[src/rtl/igt_pkg.sv]
package igt_pkg;

  // Field widths fixed by the register map and the item format.
  localparam int unsigned DIM_W      = 9;   // image and crop dimensions
  localparam int unsigned ARG_W      = 8;   // arg_a, arg_b
  localparam int unsigned PIX_W      = 8;   // grey value
  localparam int unsigned COORD_W    = 16;  // out_row, out_col ports
  localparam int unsigned MODE_W     = 3;
  localparam int unsigned STATUS_W   = 2;
  // Largest output extent is a tiled image: 511 rows times 255 copies.
  localparam int unsigned CNT_W      = 17;
  // Largest pixel count of a loaded image: 511 by 511.
  localparam int unsigned TOT_W      = 2 * DIM_W;
  localparam int unsigned APB_DATA_W = 32;
  localparam int unsigned REG_ADDR_W = 5;

  localparam int unsigned MAX_COLS_DEF = 256;
  localparam int unsigned MAX_ROWS_DEF = 256;

  typedef enum logic [MODE_W-1:0] {
    MODE_CW   = 3'd0,
    MODE_CCW  = 3'd1,
    MODE_PAD  = 3'd2,
    MODE_TILE = 3'd3,
    MODE_CROP = 3'd4
  } mode_e;

  typedef enum logic {
    FUNC_LOAD  = 1'b0,
    FUNC_FETCH = 1'b1
  } func_e;

  typedef enum logic [STATUS_W-1:0] {
    STS_LOADED  = 2'd0,
    STS_PIXEL   = 2'd1,
    STS_BAD_CFG = 2'd2,
    STS_EMPTY   = 2'd3
  } status_e;

  typedef enum logic [2:0] {
    REG_OP_MODE    = 3'd0,
    REG_IMAGE_COLS = 3'd1,
    REG_IMAGE_ROWS = 3'd2,
    REG_ARG_A      = 3'd3,
    REG_ARG_B      = 3'd4,
    REG_CROP_ROWS  = 3'd5,
    REG_CROP_COLS  = 3'd6,
    REG_FILL_VALUE = 3'd7
  } reg_e;

  // Outcome of the bounds check of a fetch.
  typedef enum logic [1:0] {
    CHK_BAD,    // configuration rejected
    CHK_NONE,   // image incomplete or sequence finished
    CHK_END,    // position beyond the output image
    CHK_PIX     // a pixel is produced
  } chk_e;

  typedef enum logic [2:0] {
    ST_IDLE,
    ST_DIM,
    ST_CHECK,
    ST_DIV,
    ST_ADDR,
    ST_READ,
    ST_RESP
  } state_e;

  typedef struct packed {
    logic [MODE_W-1:0] op_mode;
    logic [DIM_W-1:0]  image_cols;
    logic [DIM_W-1:0]  image_rows;
    logic [ARG_W-1:0]  arg_a;
    logic [ARG_W-1:0]  arg_b;
    logic [DIM_W-1:0]  crop_rows;
    logic [DIM_W-1:0]  crop_cols;
    logic [PIX_W-1:0]  fill_value;
  } cfg_t;

  localparam cfg_t CFG_RESET = '{
    op_mode:    MODE_CW,
    image_cols: 9'd256,
    image_rows: 9'd256,
    arg_a:      8'd0,
    arg_b:      8'd0,
    crop_rows:  9'd1,
    crop_cols:  9'd1,
    fill_value: 8'd0
  };

  typedef struct packed {
    logic load;        // store the input pixel and report it loaded
    logic dim;         // register output extents
    logic check;       // bounds check, early status or source coordinates
    logic div_start;   // start the tile remainder units
    logic addr;        // form the store address
    logic pix_res;     // deliver the pixel and advance the position
  } ctrl_cmd_t;

  typedef struct packed {
    chk_e chk;
    logic tile;
    logic div_busy;
  } dp_status_t;

endpackage

[src/rtl/igt_ctrl.sv]
module igt_ctrl import igt_pkg::*; (
  input  logic       clk_i,
  input  logic       rst_ni,
  input  logic       in_valid_i,
  output logic       in_ready_o,
  input  logic       func_i,
  output logic       out_valid_o,
  input  logic       out_ready_i,
  input  dp_status_t sts_i,
  output ctrl_cmd_t  cmd_o
);

  state_e    state_q, state_d;
  logic      out_valid_q, out_valid_d;
  logic      accept;
  logic      res_set;
  ctrl_cmd_t cmd;

  // One item at a time; a new one waits until the result register is empty.
  assign in_ready_o = (state_q == ST_IDLE) && !out_valid_q;
  assign accept     = in_valid_i && in_ready_o;

  always_comb begin
    state_d = state_q;
    case (state_q)
      ST_IDLE: begin
        if (accept && (func_i == FUNC_FETCH)) begin
          state_d = ST_DIM;
        end
      end
      ST_DIM: begin
        state_d = ST_CHECK;
      end
      ST_CHECK: begin
        if (sts_i.chk != CHK_PIX) begin
          state_d = ST_IDLE;
        end else if (sts_i.tile) begin
          state_d = ST_DIV;
        end else begin
          state_d = ST_ADDR;
        end
      end
      ST_DIV: begin
        if (!sts_i.div_busy) begin
          state_d = ST_ADDR;
        end
      end
      ST_ADDR: begin
        state_d = ST_READ;
      end
      ST_READ: begin
        state_d = ST_RESP;
      end
      ST_RESP: begin
        state_d = ST_IDLE;
      end
      default: begin
        state_d = ST_IDLE;
      end
    endcase
  end

  always_comb begin
    cmd = '0;
    case (state_q)
      ST_IDLE: begin
        cmd.load = accept && (func_i == FUNC_LOAD);
      end
      ST_DIM: begin
        cmd.dim = 1'b1;
      end
      ST_CHECK: begin
        cmd.check     = 1'b1;
        cmd.div_start = (sts_i.chk == CHK_PIX) && sts_i.tile;
      end
      ST_ADDR: begin
        cmd.addr = 1'b1;
      end
      ST_RESP: begin
        cmd.pix_res = 1'b1;
      end
      default: begin
        cmd = '0;
      end
    endcase
  end

  assign res_set = cmd.load || (cmd.check && (sts_i.chk != CHK_PIX)) || cmd.pix_res;

  always_comb begin
    out_valid_d = out_valid_q;
    if (res_set) begin
      out_valid_d = 1'b1;
    end else if (out_ready_i) begin
      out_valid_d = 1'b0;
    end
  end

  always_ff @(posedge clk_i or negedge rst_ni) begin
    if (!rst_ni) begin
      state_q     <= ST_IDLE;
      out_valid_q <= 1'b0;
    end else begin
      state_q     <= state_d;
      out_valid_q <= out_valid_d;
    end
  end

  assign cmd_o       = cmd;
  assign out_valid_o = out_valid_q;

endmodule

[config.mk]
export PLATFORM = sky130hd
export DESIGN_NAME = igt_ctrl
export DESIGN_NICKNAME = d
export VERILOG_FILES = /design/src/rtl/igt_pkg.sv /design/src/rtl/igt_ctrl.sv
export SDC_FILE = /design/constraint.sdc
export NUM_CORES = 1
export LEC_CHECK = 0
export BUFFER_PORTS_ARGS = -buffer_cell sky130_fd_sc_hd__buf_2
export CAP_MARGIN = 10
export CORE_AREA = 2 2 39 41
export DETAILED_ROUTE_END_ITERATION = 12
export DIE_AREA = 0 0 41 43
export PLACE_DENSITY = 0.53
export SYNTH_ARGS = -nofsm -noshare
export SYNTH_HDL_FRONTEND = slang
export SYNTH_SLANG_ARGS = --single-unit
[constraint.sdc]
create_clock -name clk_i -period 1.5 [get_ports clk_i]
set_input_delay 0.15 -clock clk_i [delete_from_list [all_inputs] [get_ports clk_i]]
set_output_delay 0.15 -clock clk_i [all_outputs]
set_load 0.02 [all_outputs]
==> results of run 1 <==
[flip-flops by register name, summed over array words and instances, names as in the netlist]
name,flops
state_q,3
out_valid_o,1
[per-layer routing]
metal	routed length, um	part of all wire [%]	vias up	GRT usage (%)
li1	-	-	163	-
met1	351	44	159	12.50
met2	397	50	9	15.00
met3	25	3.2	2	1.571
met4	18	2.3	0	8.000
met5	0	0	-	0
[synthesized netlist by cell type (2+ instances only)]
cell type and n:
nand2_1 2, inv_1 2, buf_6 2, nor4_1 2, dfrtp_1 4, nor2_1 2
nor3b_1 2
[layout make-up]
class	count	area [um2]	share of cell area [%]
clock buffer	3	22.52	4.852
sequential	4	103.9	22.37
tap	16	20.02	4.313
inverter	2	7.507	1.617
timing repair buffer	23	141.4	30.46
multi-input combinational	22	168.9	36.39
[power by group]
group	switching [mW]	internal, mW	leakage, nW
combinational	0.269	0.255	0.188
sequential	0.0778	0.163	0.0477
clock	0.0435	0.0894	0.0138
total	0.391	0.508	0.249
[metrics by stage]
step	hold WS, ps	worst slack (ps)	setup TNS (ps)
floorplan	-145.6	36.87	0
global placement	-41.94	203.6	0
detailed placement	-42.15	169.0	0
CTS	124.1	6.689	0
global route	139.8	-9.409	-9.926
finish	125.7	40.02	0
[cells by family after synthesis]
logic type	Yosys count
AO/OA/AOI/OAI	7
buffers and inverters	5
flip-flops	4
AND/OR/NAND/NOR	15
[path summary, 6_finish.rpt]
path | to | slack, ps | cells past startpoint
max reg2reg | out_valid_o$_DFFE_PN0P_ | 260 | 4
min reg2reg | out_valid_o$_DFFE_PN0P_ | 590 | 2
min | out_valid_o$_DFFE_PN0P_ | 130 | 2
min in group asynchronous | state_q[0]$_DFFE_PN0P_ | 250 | 2
max | cmd_o[1] | 40 | 3
max in group asynchronous | state_q[1]$_DFFE_PN0P_ | 1120 | 2
[cell usage in the layout (no fill, tap or decap), types with 2 or more instances in the layout]
master,n
buf_2,15
buf_4,6
clkbuf_4,3
dfrtp_2,3
inv_1,2
nand2_1,2
nor3b_1,2
nor4_1,2
[timing repair]
action,4_1_cts,5_1_grt
endpoints found under the hold margin,4,0
resized for setup,3,3
pin swaps,0,2
setup buffers,3,3
setup endpoints to repair,2,2
hold buffers,1,0
==> results.md, run 1 <==
* PD cells at between 1500 and 2000 nW/um2
* Max cap viols at 0
* CP Cell Sequence: buf_4, nor3b_1, buf_2
* Outcome: finished, final reports clean
* DRC at 0
* Die W at roughly 40 um
* R2R Path Start: state_q[0]$_DFFE_PN0P_
* Area Growth Syn to Fin at 53.94%
* #FFs+latches synth at 4
* Total Die Area at 1763 um2
* Leakage at around 0.25 nW
* Synthesized Nets at 40
* CP required at about 1400 ps
* Worst Setup Path Type: reg -> out
* Post-synthesis sequential area ratio at roughly a third
* Final Util at between 30% and 40%
* DR vias at approximately 330
* Final net count at 65
* TritonCTS clock tree: yes
* Post-synth top flop: dfrtp_1
* Synthesized area per cell at approximately 10 um2
* Cts bufs inserted at 3
* Period utilization at a little over nine tenths
* RSZ-0062 raised after global routing: true
* Clock root cell: clkbuf_4
* Total core area at between 1000 and 1500 um2
* DP Area at approximately 370 um2
* Global Route Usage Sum at between 10% and 20%
* CP max stage delay at around 430 ps
* # rows at 14
* Max Slew Vio Count at 0
* Fmax at a little under 700 MHz
* Routed vias/inst at about 4.8
* Finished Cell Area at approximately 460 um2
* Cells after DPL at 60
* Antenna violations before repair at 0
* Slowest cell on crit path: dfrtp_2
* Buf/Inv on CP at 2
* Largest family of logic cells by synthesized area: simple AND/OR/NAND/NOR gates
* Fin cells at 70
* Highest net fanout along the worst path at 7
* Layout cells sized above 1 at approximately three fifths
* Top delay family on crit path: flip-flops
* Worst vdd ir at 0.5480 mV
* I/O Buffers at 16
* Fillers at around 150
* Period minus WS final at around 1500 ps
* Synth Area in Adders at 0%
* Simple-Gate Fraction of Synth Area at a little under two fifths
* CP endpoint kind: output port
* Syn Inst Count at 31
* Pin count of the biggest net entering global routing at 12
* GPL Wtd Cong at roughly 0.7
* Detail Route Antenna Nets at 0
* Num ports at 17
* Hold WC Path Type: in -> reg
* CTS Buffer Depth at 2
* Clock Skew at 0.4458 ps
* Post-DP HPWL at around 560 um
* 1st-pass router iterations at 1
* Yosys warns at 0
* WL/cell at approximately 11 um
* Ys async rst share at between 90% and 100%
* Chip Height at around 43 um
* Slew @ Worst Pin at 266.2 ps
* Multiplexer area fraction after synthesis at 0%
* Arr. time, crit path at between 1000 and 1500 ps
* Worst hold start: func_i
* Worst-path clk slew at about 30 ps
* Slew headroom at 82.22%
* 1st-iter DRT viols at 0
* Post-Route WL at 792 um
* Power, Total at 0.8985 mW
* Compound-Gate Fraction of Synth Area at ~18%
* Latest clock arrival within the worst-skew pair at ~240 ps
* CP startpoint kind: flop
* Synth area leaders: dfrtp_1, buf_6, nor3b_4
* # clock sinks at 4
* Crit path from: state_q[1]$_DFFE_PN0P_
* Total gr overflow at 0
* Post-synth cell types at 22
* Final hold violations at 0
* Post-synth top area cell: dfrtp_1
* First-pass GRT wire length at 1186 um
* Area of the mapped netlist at 301.5 um2
* Starting density of the core at a little over a fifth
* Setup Viol. Count Final at 0
* CTS HTree Levels at 1
* Share of the synthesized area in the top cell type at about 33%
* EDFF count, synth at 0
* Vias in the first global route at between 300 and 400
* Ant diodes at 0
* Xor/xnor cell area share of the yosys netlist at 0%
Power figures use the tool's default switching activity.
==> run 2: changes to the inputs <==
--- a/config.mk
+++ b/config.mk
@@ -5,6 +5,7 @@
 export SDC_FILE = /design/constraint.sdc
 export NUM_CORES = 1
 export LEC_CHECK = 0
+export ABC_AREA = 1
 export BUFFER_PORTS_ARGS = -buffer_cell sky130_fd_sc_hd__buf_2
 export CAP_MARGIN = 10
 export CORE_AREA = 2 2 39 41
==> results.md, run 2 <==
* Outcome: finished, final reports clean (unchanged)
* Syn Inst Count at 43 (was 31)
* Top delay family on crit path: flip-flops (unchanged)
* Final hold violations at 0 (unchanged)
* Cts bufs inserted at 3 (unchanged)
* Buf/Inv on CP at 3 (was 2)
* Internal Power at 0.4473 mW (was 0.5078 mW)
* RSZ-0062 raised after global routing: false (was true)
* Logic pwr share at 60.4% (was 58.4%)
* Starting density of the core at 21.88% (was 21.79%)
* Final WS setup at 114.3 ps (was 40.02 ps)
* CP required at 1350 ps (about the same)
* Multiplexer area fraction after synthesis at 0% (unchanged)
* EDFF count, synth at 0 (unchanged)
* Leakage at 0.2833 nW (was 0.2494 nW)
* Synth area leaders: dfrtp_1, nor2_1, inv_1 (was dfrtp_1, buf_6, nor3b_4)
* Worst hold slack at 200.0 ps (was 125.7 ps)
* Setup Viol. Count Final at 0 (unchanged)
* Sum of negative setup slack at 0 ps (unchanged)
* # clock sinks at 4 (unchanged)
* Commonest non-fill, non-tap cells in the layout: buf_2, nor2_1, inv_1 (was buf_2, buf_4, clkbuf_4, dfrtp_2)
* CTS Buffer Depth at 2 (unchanged)
* Slowest cell on crit path: dfrtp_2 (unchanged)
* Global Route Usage Sum at 11.49% (was 10.21%)
* Pin count of the biggest net entering global routing at 8 (was 12)
* Synthesized Nets at 52 (was 40)
* Xor/xnor cell area share of the yosys netlist at 0% (unchanged)
* CP startpoint kind: flop (unchanged)
* Clock root cell: clkbuf_4 (unchanged)
* Total gr overflow at 0 (unchanged)
* Fmax at 721.6 MHz (was 684.9 MHz)
* Post-synth top area cell: dfrtp_1 (unchanged)
* 1st-iter DRT viols at 4 (was 0)
* Compound-Gate Fraction of Synth Area at 5.785% (was 18.26%)
* #FFs+latches synth at 4 (unchanged)
* # rows at 14 (unchanged)
* Sequential fraction of design power at 23.8% (was 26.8%)
* Die W at 41 um (unchanged)
* Most instantiated cells after synthesis: nor2_1, inv_1, nand2_1, dfrtp_1, inv_2
* Max FFs per register at 3 (unchanged)
* Vias in the first global route at 330 (was 307)
* DRC at 0 (unchanged)
* WL/cell at 10.46 um (was 11.31 um)
* Chip Height at 43 um (unchanged)
* Post-synth cell types at 15 (was 22)
* Total core area at 1384 um2 (unchanged)
* Clock Skew at 8.217 ps (was 0.4458 ps)
* CP max stage delay at 430 ps (about the same)
* Post-DP HPWL at 627.6 um (was 561.3 um)
* Switching Share at 48.18% (was 43.48%)
* First-pass GRT wire length at 1262 um (was 1186 um)
* PD cells at 1859 nW/um2 (was 1936 nW/um2)
* Max Slew Vio Count at 0 (unchanged)
* I/O Buffers at 16 (unchanged)
* Power, Total at 0.8631 mW (was 0.8985 mW)
* Pre-CTS WS at 316.5 ps (was 169.0 ps)
* Hold WC Path Type: in -> reg (unchanged)
* Worst-path clk slew at 40 ps (was 30 ps)
* Layout cells sized above 1 at 51.52% (was 59.26%)
* Routed vias/inst at 4.402 (was 4.757)
* Max cap viols at 0 (unchanged)
* Slew headroom at 77.91% (was 82.22%)
* Area Growth Syn to Fin at 53.31% (was 53.94%)
* Simple-Gate Fraction of Synth Area at 47.52% (was 36.93%)
* Num ports at 17 (unchanged)
* Total Die Area at 1763 um2 (unchanged)
* Slew @ Worst Pin at 329.3 ps (was 266.2 ps)
* Ant diodes at 0 (unchanged)
* Post-synth top flop: dfrtp_1 (unchanged)
* Yosys warns at 0 (unchanged)
* Post-synthesis sequential area ratio at 33.06% (was 33.20%)
* Antenna violations before repair at 0 (unchanged)
* CP endpoint kind: output port (unchanged)
* Ys async rst share at 100.0% (unchanged)
* Final Util at 33.54% (unchanged)
* TritonCTS clock tree: yes (unchanged)
* Synth Area in Adders at 0% (unchanged)
* Post-Route WL at 858 um (was 792 um)
* CTS HTree Levels at 1 (unchanged)
* GPL Wtd Cong at 0.7264 (was 0.6822)
* Share of the synthesized area in the top cell type at 33.06% (was 33.20%)
* Detail Route Antenna Nets at 0 (unchanged)
* DR vias at 361 (was 333)
* Final net count at 77 (was 65)
* Worst vdd ir at 0.5002 mV (was 0.5480 mV)
* Largest family of logic cells by synthesized area: simple AND/OR/NAND/NOR gates (unchanged)
* Clock power frac at 15.8% (was 14.8%)
* Highest net fanout along the worst path at 4 (was 7)
* Biggest register: state_q (unchanged)
* Worst Setup Path Type: reg -> out (unchanged)
* Most common cell in the netlist: nor2_1 (was dfrtp_1)
* CP Cell Sequence: inv_4, nand3_2, nor2_1, nand3_1, inv_1, buf_4 (was buf_4, nor3b_1, buf_2)
* Latest clock arrival within the worst-skew pair at 240 ps (about the same)
* Most common cell after layout, fill and taps aside: buf_2 (unchanged)
* Period minus WS final at 1386 ps (was 1460 ps)
* 1st-pass router iterations at 4 (was 1)
* Switch Pwr at 0.4159 mW (was 0.3906 mW)
* Arr. time, crit path at 1240 ps (was 1310 ps)
* Area of the mapped netlist at 302.8 um2 (was 301.5 um2)
* Synthesized area per cell at 7.042 um2 (was 9.727 um2)
* Period utilization at 92.38% (was 97.33%)
[run 2: layer usage]
layer,vias up,global-route usage (%),wire length [um]
met5,-,0,0
met2,16,18.44,505
li1,177,-,-
met4,0,10.00,6
met3,2,3.141,50
met1,166,11.07,295
[run 2: worst paths after layout]
check                                             from                       to  slack [ps]  depth (start not counted)
worst max-delay path            state_q[1]$_DFFE_PN0P_                 cmd_o[5]         110                          6
worst min-delay path                        in_valid_i  out_valid_o$_DFFE_PN0P_         200                          3
worst max register to register  state_q[1]$_DFFE_PN0P_   state_q[0]$_DFFE_PN0P_         450                          5
worst min register to register  state_q[0]$_DFFE_PN0P_   state_q[1]$_DFFE_PN0P_         610                          2
max in group asynchronous                       rst_ni   state_q[1]$_DFFE_PN0P_        1120                          2
min in group asynchronous                       rst_ni  out_valid_o$_DFFE_PN0P_         250                          2
[run 2: worst register-to-register path: stages (launching register included)]
cell,delay (ps)
dfrtp_2,430
buf_4,150
nand4_1,140
nand2_1,70
nor2_1,100
nor2_1,50
[run 2: timing repair]
| action | in CTS | in global routing |
|---|---|---|
| endpoints found under the setup margin | 0 | 1 |
| buffers inserted | 0 | 3 |
| endpoints found under the hold margin | 4 | 0 |
| hold buffers | 1 | 0 |
| resized for setup | 0 | 3 |
[run 2: area by class of cell]
type / instances / area, um2
tap: 16 / 20.02
multi-input combinational: 28 / 161.4
timing repair buffer: 20 / 115.1
sequential: 4 / 101.3
fill: 162 / 919.6
clock buffer: 3 / 22.52
inverter: 11 / 43.79
[run 2: cell families after synthesis]
logic type,Yosys count
AND/OR/NAND/NOR,26
AO/OA/AOI/OAI,2
buffers and inverters,11
flip-flops,4
[run 2: power by group through the flow]
stage	clock network (mW)	registers (mW)	logic, mW
after floorplan	0	0.213	0.323
after global placement	0	0.204	0.451
after detailed placement	0	0.205	0.456
after CTS	0.141	0.205	0.464
after global routing	0.150	0.209	0.585
final	0.136	0.205	0.522
[run 2: per-stage QoR]
| stage | cell area (um2) | std cells |
|---|---|---|
| final | 464.2 | 82 |
| after global routing | 464.2 | 82 |
| after CTS | 435.4 | 79 |
| after detailed placement | 402.9 | 75 |
| after global placement | 402.9 | 75 |
| after floorplan | 302.8 | 43 |
==> run 3: changes to the inputs <==
--- a/config.mk
+++ b/config.mk
@@ -5,8 +5,7 @@
 export SDC_FILE = /design/constraint.sdc
 export NUM_CORES = 1
 export LEC_CHECK = 0
-export ABC_AREA = 1
-export BUFFER_PORTS_ARGS = -buffer_cell sky130_fd_sc_hd__buf_2
+export BUFFER_PORTS_ARGS = -buffer_cell sky130_fd_sc_hd__buf_4
 export CAP_MARGIN = 10
 export CORE_AREA = 2 2 39 41
 export DETAILED_ROUTE_END_ITERATION = 12
==> results.md, run 3 (synthesis gave the netlist of run 1 again) <==
* Outcome: finished, final reports clean (unchanged)
* Max FFs per register at 3 (unchanged)
* Worst reg2reg path depth at 4 (was 5)
* CP startpoint kind: flop (unchanged)
* Highest net fanout along the worst path at 5 (was 4)
* Power, Total at 0.9942 mW (was 0.8631 mW)
* CP required at 1350 ps (about the same)
* Worst Setup Path Type: reg -> out (unchanged)
* Period utilization at 96.56% (was 92.38%)
* Worst hold slack at 127.3 ps (was 200.0 ps)
* Die W at 41 um (unchanged)
* Hold EP: out_valid_o$_DFFE_PN0P_ (unchanged)
* 1st-iter DRT viols at 8 (was 4)
* Slew headroom at 79.53% (was 77.91%)
* Cells after DPL at 60 (was 75)
* Worst hold start: func_i (was in_valid_i)
* Setup Viol. Count Final at 0 (unchanged)
* Total core area at 1384 um2 (unchanged)
* DRC at 0 (unchanged)
* Most common cell after layout, fill and taps aside: buf_4 (was buf_2)
* Final WS setup at 51.55 ps (was 114.3 ps)
* Arr. time, crit path at 1300 ps (was 1240 ps)
* Area Growth Syn to Fin at 73.44% (was 53.31%)
* CTS HTree Levels at 1 (unchanged)
* Commonest non-fill, non-tap cells in the layout: buf_4, clkbuf_4, dfrtp_2 (was buf_2, nor2_1, inv_1)
* WL/cell at 11.46 um (was 10.46 um)
* Ant diodes at 0 (unchanged)
* DP Area at 414.1 um2 (was 402.9 um2)
* Leakage at 0.2688 nW (was 0.2833 nW)
* Routed vias/inst at 4.708 (was 4.402)
* Hold WC Path Type: in -> reg (unchanged)
* CP endpoint kind: output port (unchanged)
* Worst-path clk slew at 40 ps (about the same)
* Reg-to-Reg End: out_valid_o$_DFFE_PN0P_ (was state_q[0]$_DFFE_PN0P_)
* Pin count of the biggest net entering global routing at 12 (was 8)
* Finished Cell Area at 523.0 um2 (was 464.2 um2)
* Pre-CTS WS at 167.0 ps (was 316.5 ps)
* I/O Buffers at 16 (unchanged)
* Biggest register: state_q (unchanged)
* Vias in the first global route at 300 (was 330)
* First-pass GRT wire length at 1255 um (was 1262 um)
* CTS Buffer Depth at 2 (unchanged)
* Num ports at 17 (unchanged)
* R2R Path Start: state_q[2]$_DFFE_PN0P_ (was state_q[1]$_DFFE_PN0P_)
* Post-Route WL at 825 um (was 858 um)
* Latest clock arrival within the worst-skew pair at 240 ps (about the same)
* DR vias at 339 (was 361)
* Total gr overflow at 0 (unchanged)
* Starting density of the core at 21.79% (was 21.88%)
* Worst vdd ir at 0.6273 mV (was 0.5002 mV)
* Max cap viols at 0 (unchanged)
* TritonCTS clock tree: yes (unchanged)
* Antenna violations before repair at 0 (unchanged)
* Slew @ Worst Pin at 303.2 ps (was 329.3 ps)
* Worst hold stages at 2 (was 3)
* Final Util at 37.79% (was 33.54%)
* GPL Wtd Cong at 0.6703 (was 0.7264)
* Sum of negative setup slack at 0 ps (unchanged)
* PD cells at 1901 nW/um2 (was 1859 nW/um2)
* # rows at 14 (unchanged)
* Global Route Usage Sum at 11.82% (was 11.49%)
* Fillers at 158 (was 162)
* Period minus WS final at 1448 ps (was 1386 ps)
* Clock root cell: clkbuf_4 (unchanged)
* Fmax at 690.4 MHz (was 721.6 MHz)
* Worst R2R Setup Slack at 240 ps (was 450 ps)
* Layout cells sized above 1 at 62.50% (was 51.52%)
* # clock sinks at 4 (unchanged)
* Cts bufs inserted at 3 (unchanged)
* Max Slew Vio Count at 0 (unchanged)
* Total Die Area at 1763 um2 (unchanged)
* Final net count at 67 (was 77)
* Detail Route Antenna Nets at 0 (unchanged)
* Clock Skew at 3.501 ps (was 8.217 ps)
* Final hold violations at 0 (unchanged)
* Post-DP HPWL at 556.7 um (was 627.6 um)
* Fin cells at 72 (was 82)
* Chip Height at 43 um (unchanged)
* 1st-pass router iterations at 2 (was 4)
[run 3: cell count changes in the layout (fill, tap and decap cells not counted), sizes merged, moves of 2 or more]
cell	change
nor2	-8
nor3b	+3
inv	-9
buf	+5
nand3	-5
nor3	-2
a21o	+2
nor4	+2
nand2	-5
[run 3: area by class of cell]
cell class | count | area [um2] | area share [%]
sequential | 4 | 103.9 | 19.86
inverter | 2 | 7.507 | 1.435
timing repair buffer | 25 | 193.9 | 37.08
clock buffer | 3 | 22.52 | 4.306
multi-input combinational | 22 | 175.2 | 33.49
tap | 16 | 20.02 | 3.828
[run 3: timing repair]
item / CTS / global route
endpoints found under the hold margin: 4 / 0
setup endpoints to repair: 1 / 2
hold buffers: 1 / 0
gates resized for setup: 3 / 3
buffers inserted: 2 / 6
[run 3: power breakdown]
group          switching, mW  internal [mW]
sequential            0.0776          0.163
combinational          0.284          0.335
clock                 0.0456         0.0896
total                  0.407          0.587
[run 3: worst max-delay path by stage]
stage          cells past startpoint  slack [ps]                   start       end
2_1_floorplan                      4          40  state_q[0]$_DFFE_PN0P_  cmd_o[5]
3_3_place_gp                       3         150  state_q[1]$_DFFE_PN0P_  cmd_o[2]
3_5_place_dp                       3         170  state_q[1]$_DFFE_PN0P_  cmd_o[2]
4_1_cts                            3           1  state_q[0]$_DFFE_PN0P_  cmd_o[2]
5_1_grt                            3          -1  state_q[0]$_DFFE_PN0P_  cmd_o[1]
6_report                           3          50  state_q[0]$_DFFE_PN0P_  cmd_o[1]
[run 3: metal layers]
metal  share of wire [%]  vias up  track usage, %  wire length, um
met3                 4.7        0           6.283               39
met5                   0        -               0                0
li1                    -      167               -                -
met2                  55        9           15.63              455
met4                   0        0           12.00                0
met1                  40      163           12.13              330
[run 3: critical path, cell delays in order (launching register included)]
cell,delay (ps)
dfrtp_2,440
buf_4,160
nor3b_1,260
buf_4,200
